## config.mk

```make
export PLATFORM = sky130hd
export DESIGN_NAME = led_breathe_blink_pwm_unit
export DESIGN_NICKNAME = d
export VERILOG_FILES = /design/src/sv/lbb_pkg.sv /design/src/sv/lbb_phase.sv /design/src/sv/lbb_gamma.sv /design/src/sv/led_breathe_blink_pwm_unit.sv
export VERILOG_INCLUDE_DIRS = /design/src /design/src/sv
export SDC_FILE = /design/constraint.sdc
export NUM_CORES = 2
export LEC_CHECK = 0
export BUFFER_PORTS_ARGS = -buffer_cell sky130_fd_sc_hd__buf_2
export CAP_MARGIN = 25
export CORE_UTILIZATION = 57
export DETAILED_ROUTE_END_ITERATION = 12
export GPL_TIMING_DRIVEN = 0
export HOLD_SLACK_MARGIN = 0.08
export MAX_ROUTING_LAYER = met4
export PLACE_DENSITY = 0.73
export SLEW_MARGIN = 40
export SYNTH_ARGS = -nofsm -noshare
export SYNTH_HDL_FRONTEND = slang
export SYNTH_SLANG_ARGS = --single-unit
```

## constraint.sdc

```tcl
create_clock -name clk -period 18.9 [get_ports clk]
set_input_delay 5.67 -clock clk [delete_from_list [all_inputs] [get_ports clk]]
set_output_delay 5.67 -clock clk [all_outputs]
set_load 0.01 [all_outputs]
```

## src/sv/led_breathe_blink_pwm_unit_defines.svh

```systemverilog
// Assertion macros for the LED pattern unit.
// Used by modules that check their own pipeline; needs clk and arst_n in scope.
`ifndef LED_BREATHE_BLINK_PWM_UNIT_DEFINES_SVH
`define LED_BREATHE_BLINK_PWM_UNIT_DEFINES_SVH

// same-cycle implication
`define LBB_ASSERT_NOW(lbl, ante, cons, msg) \
	lbl: assert property (@(posedge clk) disable iff (!arst_n) (ante) |-> (cons)) \
		else $error(msg);

// next-cycle implication
`define LBB_ASSERT_NEXT(lbl, ante, cons, msg) \
	lbl: assert property (@(posedge clk) disable iff (!arst_n) (ante) |=> (cons)) \
		else $error(msg);

`endif

```

## src/sv/lbb_pkg.sv

```systemverilog
// Shared types and constants of the LED pattern unit.
// No dependencies; imported by every module of the unit.
package lbb_pkg;

	typedef enum logic [1:0] {
		MODE_OFF     = 2'd0,
		MODE_BREATHE = 2'd1,
		MODE_BLINK   = 2'd2
	} lbb_mode_t;

	typedef struct packed {
		logic       breathe;
		logic       blink_on;
		logic [7:0] saw;
	} lbb_ctl_t;

	localparam int TIME_W   = 32;
	localparam int PHASE_W  = 22;
	localparam int RAMP_W   = 21;
	localparam int SCALED_W = 25;
	localparam int LEVEL_W  = 8;
	localparam int WORD_W   = 16;

	localparam logic [31:0] BREATHE_PERIOD = 32'd3000000;
	localparam logic [31:0] BREATHE_HALF   = 32'd1500000;
	localparam logic [31:0] BLINK_HALF     = 32'd100000;
	localparam logic [31:0] PWM_TICK       = 32'd20;

	// reciprocals for quotient estimates, estimate is exact or one low
	localparam logic [21:0] BREATHE_RECIP  = 22'd2932031;
	localparam int          BREATHE_SHIFT  = 43;
	localparam logic [23:0] BLINK_RECIP    = 24'd10995116;
	localparam int          BLINK_SHIFT    = 40;
	localparam logic [31:0] TICK_RECIP     = 32'd3435973836;
	localparam int          TICK_SHIFT     = 36;

	// 255 / 1500000 = 17 / 100000; ceiling reciprocals, exact over the range
	localparam logic [4:0]  LIN_SCALE      = 5'd17;
	localparam logic [25:0] LIN_RECIP      = 26'd43980466;
	localparam int          LIN_SHIFT      = 42;
	localparam logic [16:0] GAMMA_RECIP    = 17'd65794;
	localparam int          GAMMA_SHIFT    = 24;

	localparam logic [7:0]  FULL_LEVEL     = 8'd255;

endpackage

```

## src/sv/lbb_phase.sv

```systemverilog
// Timestamp front end: breathe phase, blink half and PWM sawtooth.
// Four register stages of reciprocal division; depends on lbb_pkg.
module lbb_phase import lbb_pkg::*; (
	input  logic                 clk,
	input  logic                 arst_n,
	input  logic                 en,
	input  logic                 in_valid,
	input  logic                 in_breathe,
	input  logic [TIME_W-1:0]    time_us,
	output logic                 out_valid,
	output logic [PHASE_W-1:0]   phase,
	output lbb_ctl_t             ctl
);

	logic v_s1, v_s2, v_s3, v_s4;
	logic br_s1, br_s2, br_s3;
	logic [TIME_W-1:0] t_s1, t_s2, t_s3;

	logic [53:0] prod3;
	logic [55:0] prodb;
	logic [63:0] prod20;

	logic [10:0] q3_s2;
	logic [15:0] qb_s2, qb_s3;
	logic [27:0] q20_s2, q20_s3;
	logic [31:0] p3_s3, pb_s3, p20_s3;

	logic [31:0] r3, rb, r20;
	logic [22:0] r3_n;
	logic        b_cor, t_cor;

	logic [PHASE_W-1:0] phase_s4;
	lbb_ctl_t           ctl_s4;

	always_ff @(posedge clk or negedge arst_n) begin
		if (!arst_n) begin
			v_s1 <= 1'b0;
			v_s2 <= 1'b0;
			v_s3 <= 1'b0;
			v_s4 <= 1'b0;
		end else if (en) begin
			v_s1 <= in_valid;
			v_s2 <= v_s1;
			v_s3 <= v_s2;
			v_s4 <= v_s3;
		end
	end

	assign prod3  = 54'(t_s1) * 54'(BREATHE_RECIP);
	assign prodb  = 56'(t_s1) * 56'(BLINK_RECIP);
	assign prod20 = 64'(t_s1) * 64'(TICK_RECIP);

	assign r3   = t_s3 - p3_s3;
	assign rb   = t_s3 - pb_s3;
	assign r20  = t_s3 - p20_s3;
	assign r3_n = r3[22:0];
	assign b_cor = (rb >= BLINK_HALF);
	assign t_cor = (r20 >= PWM_TICK);

	always_ff @(posedge clk) begin
		if (en) begin
			t_s1   <= time_us;
			br_s1  <= in_breathe;

			t_s2   <= t_s1;
			br_s2  <= br_s1;
			q3_s2  <= prod3[53:BREATHE_SHIFT];
			qb_s2  <= prodb[55:BLINK_SHIFT];
			q20_s2 <= prod20[63:TICK_SHIFT];

			t_s3   <= t_s2;
			br_s3  <= br_s2;
			qb_s3  <= qb_s2;
			q20_s3 <= q20_s2;
			p3_s3  <= 32'(32'(q3_s2) * BREATHE_PERIOD);
			pb_s3  <= 32'(32'(qb_s2) * BLINK_HALF);
			p20_s3 <= 32'(32'(q20_s2) * PWM_TICK);

			phase_s4 <= (r3_n >= 23'(BREATHE_PERIOD)) ?
				PHASE_W'(r3_n - 23'(BREATHE_PERIOD)) : r3_n[PHASE_W-1:0];
			ctl_s4.breathe  <= br_s3;
			ctl_s4.blink_on <= ~(qb_s3[0] ^ b_cor);
			ctl_s4.saw      <= q20_s3[7:0] + {7'd0, t_cor};
		end
	end

	assign out_valid = v_s4;
	assign phase     = phase_s4;
	assign ctl       = ctl_s4;

endmodule

```

## src/sv/lbb_gamma.sv

```systemverilog
// Breathe shaper: triangle ramp, scale to 0..255, square and divide by 255.
// Four register stages; depends on lbb_pkg.
module lbb_gamma import lbb_pkg::*; (
	input  logic                 clk,
	input  logic                 arst_n,
	input  logic                 en,
	input  logic                 in_valid,
	input  logic [PHASE_W-1:0]   phase,
	input  lbb_ctl_t             in_ctl,
	output logic                 out_valid,
	output logic [LEVEL_W-1:0]   level,
	output lbb_ctl_t             out_ctl
);

	logic v_s5, v_s6, v_s7, v_s8;
	lbb_ctl_t ctl_s5, ctl_s6, ctl_s7, ctl_s8;

	logic [RAMP_W-1:0]   ramp;
	logic [SCALED_W-1:0] x_s5;
	logic [50:0]         lin_prod;
	logic [LEVEL_W-1:0]  lin_s6;
	logic [15:0]         sq_s7;
	logic [32:0]         g_prod;
	logic [LEVEL_W-1:0]  lvl_s8;

	always_ff @(posedge clk or negedge arst_n) begin
		if (!arst_n) begin
			v_s5 <= 1'b0;
			v_s6 <= 1'b0;
			v_s7 <= 1'b0;
			v_s8 <= 1'b0;
		end else if (en) begin
			v_s5 <= in_valid;
			v_s6 <= v_s5;
			v_s7 <= v_s6;
			v_s8 <= v_s7;
		end
	end

	assign ramp = (phase < PHASE_W'(BREATHE_HALF)) ? phase[RAMP_W-1:0] :
		RAMP_W'(PHASE_W'(BREATHE_PERIOD) - phase);
	assign lin_prod = 51'(x_s5) * 51'(LIN_RECIP);
	assign g_prod   = 33'(sq_s7) * 33'(GAMMA_RECIP);

	always_ff @(posedge clk) begin
		if (en) begin
			x_s5   <= SCALED_W'(ramp) * SCALED_W'(LIN_SCALE);
			ctl_s5 <= in_ctl;

			lin_s6 <= lin_prod[LIN_SHIFT+LEVEL_W-1:LIN_SHIFT];
			ctl_s6 <= ctl_s5;

			sq_s7  <= 16'(lin_s6) * 16'(lin_s6);
			ctl_s7 <= ctl_s6;

			lvl_s8 <= g_prod[GAMMA_SHIFT+LEVEL_W-1:GAMMA_SHIFT];
			ctl_s8 <= ctl_s7;
		end
	end

	assign out_valid = v_s8;
	assign level     = lvl_s8;
	assign out_ctl   = ctl_s8;

endmodule

```

## src/sv/led_breathe_blink_pwm_unit.sv

```systemverilog
// LED pattern unit: takes one microsecond timestamp per word and returns the
// pattern brightness and the PWM-sampled LED level. One word enters per clock
// while the skid register is empty; a result passes the eight register stages
// of reciprocal division, ramp scaling and squaring, then the output register.
// With the pattern off a timestamp is taken and gives no word. When the output
// is held, one more result moves into a skid register, then the whole pipeline
// holds. The user must write pattern_mode only while idle; it is unchecked.
`include "led_breathe_blink_pwm_unit_defines.svh"

module led_breathe_blink_pwm_unit import lbb_pkg::*; (
	input  logic        clk,
	input  logic        arst_n,
	input  logic        cfg_valid,
	output logic        cfg_ready,
	input  logic [1:0]  cfg_data,       // pattern_mode
	input  logic        s_axis_tvalid,
	output logic        s_axis_tready,
	input  logic [31:0] s_axis_tdata,   // time_us[31:0]
	output logic        m_axis_tvalid,
	input  logic        m_axis_tready,
	output logic [15:0] m_axis_tdata    // led_on[0], brightness[8:1], zero[15:9]
);

	logic [1:0] mode_q;
	logic       en;
	logic       take;
	logic       in_valid;
	logic       in_breathe;

	logic                ph_valid;
	logic [PHASE_W-1:0]  ph_phase;
	lbb_ctl_t            ph_ctl;

	logic                g_valid;
	logic [LEVEL_W-1:0]  g_level;
	lbb_ctl_t            g_ctl;

	logic [LEVEL_W-1:0]  level;
	logic                led;
	logic [WORD_W-1:0]   word;
	logic                push;

	logic                out_v_q, skid_v_q;
	logic [WORD_W-1:0]   out_data_q, skid_data_q;

	assign cfg_ready = 1'b1;

	always_ff @(posedge clk or negedge arst_n) begin
		if (!arst_n) begin
			mode_q <= MODE_OFF;
		end else if (cfg_valid && cfg_ready) begin
			mode_q <= cfg_data;
		end
	end

	assign en            = ~skid_v_q;
	assign s_axis_tready = en;
	assign take          = s_axis_tvalid & s_axis_tready;
	assign in_valid      = take & (mode_q != MODE_OFF);
	assign in_breathe    = (mode_q == MODE_BREATHE);

	lbb_phase u_phase (
		.clk        (clk),
		.arst_n     (arst_n),
		.en         (en),
		.in_valid   (in_valid),
		.in_breathe (in_breathe),
		.time_us    (s_axis_tdata),
		.out_valid  (ph_valid),
		.phase      (ph_phase),
		.ctl        (ph_ctl)
	);

	lbb_gamma u_gamma (
		.clk       (clk),
		.arst_n    (arst_n),
		.en        (en),
		.in_valid  (ph_valid),
		.phase     (ph_phase),
		.in_ctl    (ph_ctl),
		.out_valid (g_valid),
		.level     (g_level),
		.out_ctl   (g_ctl)
	);

	assign level = g_ctl.breathe ? g_level : (g_ctl.blink_on ? FULL_LEVEL : '0);
	assign led   = (level > g_ctl.saw);
	assign word  = {{(WORD_W-LEVEL_W-1){1'b0}}, level, led};
	assign push  = en & g_valid;

	always_ff @(posedge clk or negedge arst_n) begin
		if (!arst_n) begin
			out_v_q  <= 1'b0;
			skid_v_q <= 1'b0;
		end else if (m_axis_tready || !out_v_q) begin
			out_v_q  <= skid_v_q | push;
			skid_v_q <= 1'b0;
		end else if (push) begin
			skid_v_q <= 1'b1;
		end
	end

	always_ff @(posedge clk) begin
		if (m_axis_tready || !out_v_q) begin
			out_data_q <= skid_v_q ? skid_data_q : word;
		end else if (push) begin
			skid_data_q <= word;
		end
	end

	assign m_axis_tvalid = out_v_q;
	assign m_axis_tdata  = out_data_q;

	`LBB_ASSERT_NOW(a_skid_behind_out, skid_v_q, out_v_q, "skid word without output word")
	`LBB_ASSERT_NEXT(a_skid_drains, out_v_q && m_axis_tready && skid_v_q,
		out_v_q && out_data_q == $past(skid_data_q), "skid word lost on drain")
	`LBB_ASSERT_NOW(a_lit_needs_level, out_v_q && out_data_q[0],
		out_data_q[LEVEL_W:1] != '0, "LED lit at zero brightness")
	`LBB_ASSERT_NOW(a_blink_full_or_dark, push && !g_ctl.breathe,
		level == FULL_LEVEL || level == '0, "blink level neither full nor dark")

endmodule
```

; After elaboration in Yosys (flattened, before gate mapping)
; Cells that the tools add are included.
[totals]
elab_cells = 89
reg_bits = 396
inputBits = 39
[classes]
mux = 7
addsub = 6
order_cmp = 5
n_reduce_logical = 5
eq_ne = 1
bitwise = 8
multipliers = 10
[ops]
columns = operator, n
row1 = 32-bit by 22-bit multiplier with 54-bit output (second input constant), 2
row2 = 32-bit subtractor, 2
row3 = 32-bit by 30-bit multiplier with 62-bit output (second input constant), 1
row4 = 25-bit by 25-bit multiplier with 49-bit output (second input constant), 1
row5 = 32-bit by 17-bit >= comparator with 1-bit output (second input constant), 1
row6 = 32-bit by 5-bit >= comparator with 1-bit output (second input constant), 1
row7 = 16-bit by 16-bit multiplier with 31-bit output (second input constant), 1
row8 = 28-bit by 3-bit multiplier with 30-bit output (second input constant), 1
row9 = 16-bit by 12-bit multiplier with 27-bit output (second input constant), 1
row10 = 21-bit by 5-bit multiplier with 25-bit output (second input constant), 1
row11 = 23-bit by 22-bit >= comparator with 1-bit output (second input constant), 1
row12 = 23-bit subtractor, 1
row13 = 22-bit by 21-bit less-than comparator with 1-bit output (second input constant), 1
row14 = 22-bit 2-to-1 mux, 1
row15 = 22-bit subtractor (second input constant), 1
row16 = 21-bit 2-to-1 mux, 1
row17 = 20-bit by 21-bit subtractor with 21-bit output (first input constant), 1
row18 = 11-bit by 16-bit multiplier with 17-bit output (second input constant), 1
row19 = 8-bit by 8-bit multiplier with 16-bit output, 1
row20 = 8-bit 2-to-1 mux, 2
row21 = 9-bit 2-to-1 mux, 1
row22 = 8-bit by 1-bit adder with 8-bit output, 1
row23 = 8-bit greater-than comparator, 1
row24 = 2-bit nonzero test, 2
row25 = other kinds (9), 14

; Longest topological paths before layout
[logic_depth]
ltp_word = 4
mapped_depth = 29
ltp_nobuf = 28

; Modules after synthesis
; A second synthesis with hierarchy kept.
[unflattened]
cells_unflattened = 6986
hier_area_um2 = 75209.6
[modules_own_cells]
columns = module, area_each_um2, seq_area_each_um2, instances, cells_per_inst
row1 = lbb_phase, 55868.6, 8087.8, 1, 5198
row2 = lbb_gamma, 18164.9, 2982.9, 1, 1687
row3 = led_breathe_blink_pwm_unit, 1176.1, 640.6, 1, 101

; Worst setup path before layout
; No wires, ideal clock.
[synth_path]
path_kind = register to output
start = reg skid_v_q
end = out s_axis_tready
stages_incl_launch_ff = 2
required_time_ns = 13.230
t_arrival_ns = 4.345
slack_ns = 8.885
cell_sequence = dfrtp_1 inv_2
[synth_via]
elab_chain_cells = 1
[synth_rtl]
columns = element, line
row1 = start: declaration, led_breathe_blink_pwm_unit.sv:43  ; logic out_v_q, skid_v_q;
row2 = start signal: assignment, led_breathe_blink_pwm_unit.sv:94  ; skid_v_q <= 1'b0;
row3 = start signal: assignment, led_breathe_blink_pwm_unit.sv:97  ; skid_v_q <= 1'b0;
row4 = start signal: assignment, led_breathe_blink_pwm_unit.sv:99  ; skid_v_q <= 1'b1;
row5 = 1-bit NOT, led_breathe_blink_pwm_unit.sv:56  ; assign en = ~skid_v_q;
row6 = end: declaration, led_breathe_blink_pwm_unit.sv:17  ; output logic s_axis_tready,
; No other way between the ends.

; Worst setup path in the final report
[layout_path]
start = reg u_phase.t_s1[7]
end = reg u_phase.q20_s2[27] (data pin)
[layout_via]
elab_chain_cells = 1
[layout_rtl]
columns = element, line
row1 = start: declaration, lbb_phase.sv:17  ; logic [TIME_W-1:0] t_s1, t_s2, t_s3;
row2 = start signal: assignment, lbb_phase.sv:62  ; t_s1 <= time_us;
row3 = 32-bit by 30-bit multiplier with 62-bit output, lbb_phase.sv:51  ; assign prod20 = 64'(t_s1) * 64'(TICK_RECIP);
row4 = named net u_phase.prod20[63], lbb_phase.sv:21  ; logic [63:0] prod20;
row5 = end signal: assignment, lbb_phase.sv:69  ; q20_s2 <= prod20[63:TICK_SHIFT];
row6 = end: declaration, lbb_phase.sv:25  ; logic [27:0] q20_s2, q20_s3;
; The timed path passes the listed nets, and every way through them passes these cells.
; A chain may end at the register's enable or synchronous reset.

==> out/results.ini <==
[outcome]
status = complete, no violations

[min_path]
worst_hold_path.num_cells = 0
holdPathEnd = u_phase.t_s3[16]
min_path_type = register to register
hold_start = u_phase.t_s2[16]

[grt]
track_usage_pct = 29.9
grt_overflow = 0
first_global_vias = 52000
grt_max_degree = 90
grt_pass1_wl_mm = 289
grt_antenna_before_repair = 3

[layout]
final_common_cell = inv_1
mostFrequentLayoutCells = 1,992 x inv_1, 1,425 x ha_1, 1,311 x fa_1
num-nets-final = 9858
drive_gt1_share_pct = 3.71
fillerInstances = 10400
syn_to_final_growth_pct = 6.77

[clocking]
htreeDepth = 2
clkSinkCount = 392
cts.repair.resized = 0
cts_root_buf = clkbuf_16
cts_buffers = 49
clock_path_buffers = 3
clock_latency_ns = 0.66
post_cts_buffers = 0
clkSlewWorstSetupHoldPaths_ns = 0.06
hold_buffers = 0
cts_tree = yes

[setup_path]
worstSetupPathType = register to register
cp.arrival_ns = 9.73
worstSetupEndpointType = register
timing.rr.end = u_phase.q20_s2[27]
r2r_slack_ns = 9.51
worst-path-max-fanout = 9
r2r_cells = 26
worstSetupStartpointType = register
worst_ep_required_time_ns = 19.24
rr_startpoint = u_phase.t_s1[7]

[timing]
rsz0062_at_grt = false
fin_crit_ns = 9.39
post-route-period-util_pct = 49.7
setup_viol = 0
finalClockSkew_ns = 0.0674
fmaxAchievable_mhz = 107
slew_headroom_pct = 42.1
fin_tns_setup_ns = 0
hold_viol = 0
tightest_slew_ns = 0.860
drv_slew = 0

[die]
rows = 132
dieArea_sq_mm = 0.132
die_w_um = 364
die_h_um = 364
initial_core_util_pct = 57.5
io_pins = 58
core-area_sq_mm = 0.130

[place]
port_buffers = 49
place_hpwl_mm = 165
finalWeightedCongestion = 1.02

[synth]
avgSynthCellArea_sq_um = 10.8
synthArstFlopShare_pct = 3.06
synth_area_leaders = fa_1 35%, ha_1 24%, edfxtp_1 15%, inv_1 10%, xnor2_1 1.9%
netlist_area_sq_mm = 0.0746
synthCells = 6909
yosysTopAreaCell = fa_1
synth_seq_area_share_pct = 15.7
yosys_most_used_dff = edfxtp_1
yosysUniqueCellTypes = 95
synth_edf_count = 380
synth.yosys.warnings = 0
ys_ff_latch = 392
yosys.area.top_type_share_pct = 35.2

[route]
detail-route-antenna-nets = 0
vias = 48800
routed_wl_mm = 185
avgRoutedWirePerCell_um = 20.9
drt-initial-drc-count = 2998
via_per_inst = 5.51
firstDrtPassIters = 6
drcViolationCount = 0

[job]
drv_cap = 0

## layer usage
layer / vias up / GRT usage (%) / share of wire [%]
met1: 24600 / 36.3 / 39
met2: 1505 / 49.7 / 49
met5: - / - / 0
met4: 0 / 13.5 / 5.4
met3: 399 / 4.19 / 6.4
li1: 22300 / - / -
## synthesized netlist by cell type (13+ instances only)
cell,count
o21bai_1,31
xor2_1,123
nand3_1,55
a21oi_1,199
a21o_1,111
ha_1,1425
nor3_1,70
o21ai_1,26
xnor2_1,164
and3_1,26
o21a_1,41
edfxtp_1,380
o21ai_0,107
clkbuf_1,28
nor2b_1,32
mux2_2,21
a211oi_1,29
nand4_1,32
or3_1,13
nand2b_1,37
a31oi_1,19
fa_1,1311
nor2_1,185
o211ai_1,16
nand2_1,170
inv_1,1992
and2_1,28
## worst max-delay path by stage
stage,startpoint,to
finish,u_phase.t_s1[7],u_phase.q20_s2[27]
global route,u_phase.t_s1[7],u_phase.q20_s2[23]
CTS,u_phase.t_s1[7],u_phase.q20_s2[27]
detailed placement,u_phase.t_s1[7],u_phase.q20_s2[23]
global placement,skid_v_q,s_axis_tready
floorplan,skid_v_q,s_axis_tready
## cell families (layout without fill, tap and decap cells)
kind of cell | after synthesis | in the layout | synth area share [%]
mux | 29 | 29 | 0.426
fa+ha+maj | 2736 | 2736 | 59.1
flops | 392 | 392 | 15.7
other cells | 2 | 13 | 0.0101
compound gates | 728 | 728 | 6.53
buf+inv | 2036 | 2237 | 10.3
simple gates | 699 | 699 | 4.54
xor+xnor | 287 | 287 | 3.37
## flip-flops by register name, summed over array words and instances (netlist names), 17 cells and up
signal and count:
u_phase.p3_s3 17, u_phase.q20_s2 28, u_phase.pb_s3 27, u_phase.t_s2 32, u_phase.t_s3 32, u_phase.p20_s3 28
u_phase.phase 22, u_phase.t_s1 32, u_gamma.x_s5 25
## through the flow
stage	setup WS [ns]	utilization [%]	cells	hold slack, ns	area [sq um]
finish	9.51	61.4	8863	0.352	79600
floorplan	8.88	-	6919	0.400	74600
CTS	9.56	61.4	8862	0.351	79600
global placement	6.53	59.4	8710	0.400	77000
detailed placement	9.64	60.1	8774	0.405	77900
global route	9.09	61.4	8863	0.356	79600
## cell type report
type	instances	area, sq um	share of cell area (%)
tap	1742	2180	2.74
sequential	392	11700	14.7
multi-input combinational	4491	55200	69.4
buffer	40	186	0.234
timing repair buffer	113	1100	1.38
inverter	1996	7500	9.42
clock inverter	34	437	0.549
clock buffer	54	1240	1.56
antenna	1	2.50	0.00314
## worst max-delay path: stages (launching register included)
cell and delay (ns):
edfxtp_1 0.54, buf_6 0.22, buf_6 0.17, ha_1 0.42, clkbuf_1 0.46, xor2_1 0.72, inv_1 0.26, o21ai_0 0.63
fa_1 0.55, fa_1 0.54, fa_1 0.44, fa_1 0.51, fa_1 0.41, ha_1 0.28, ha_1 0.32, a21o_1 0.18
a21o_1 0.17, a21o_1 0.18, a2111oi_0 0.40, nor3_1 0.17, nor3b_1 0.45, o21ai_1 0.19, and3_1 0.22, o21a_1 0.20
o21a_1 0.19, nor2_1 0.11, xnor2_1 0.08
Power is left out: the tool's default activity adds up to more than one toggle a clock period on the data nets, which glitch-free logic cannot reach.
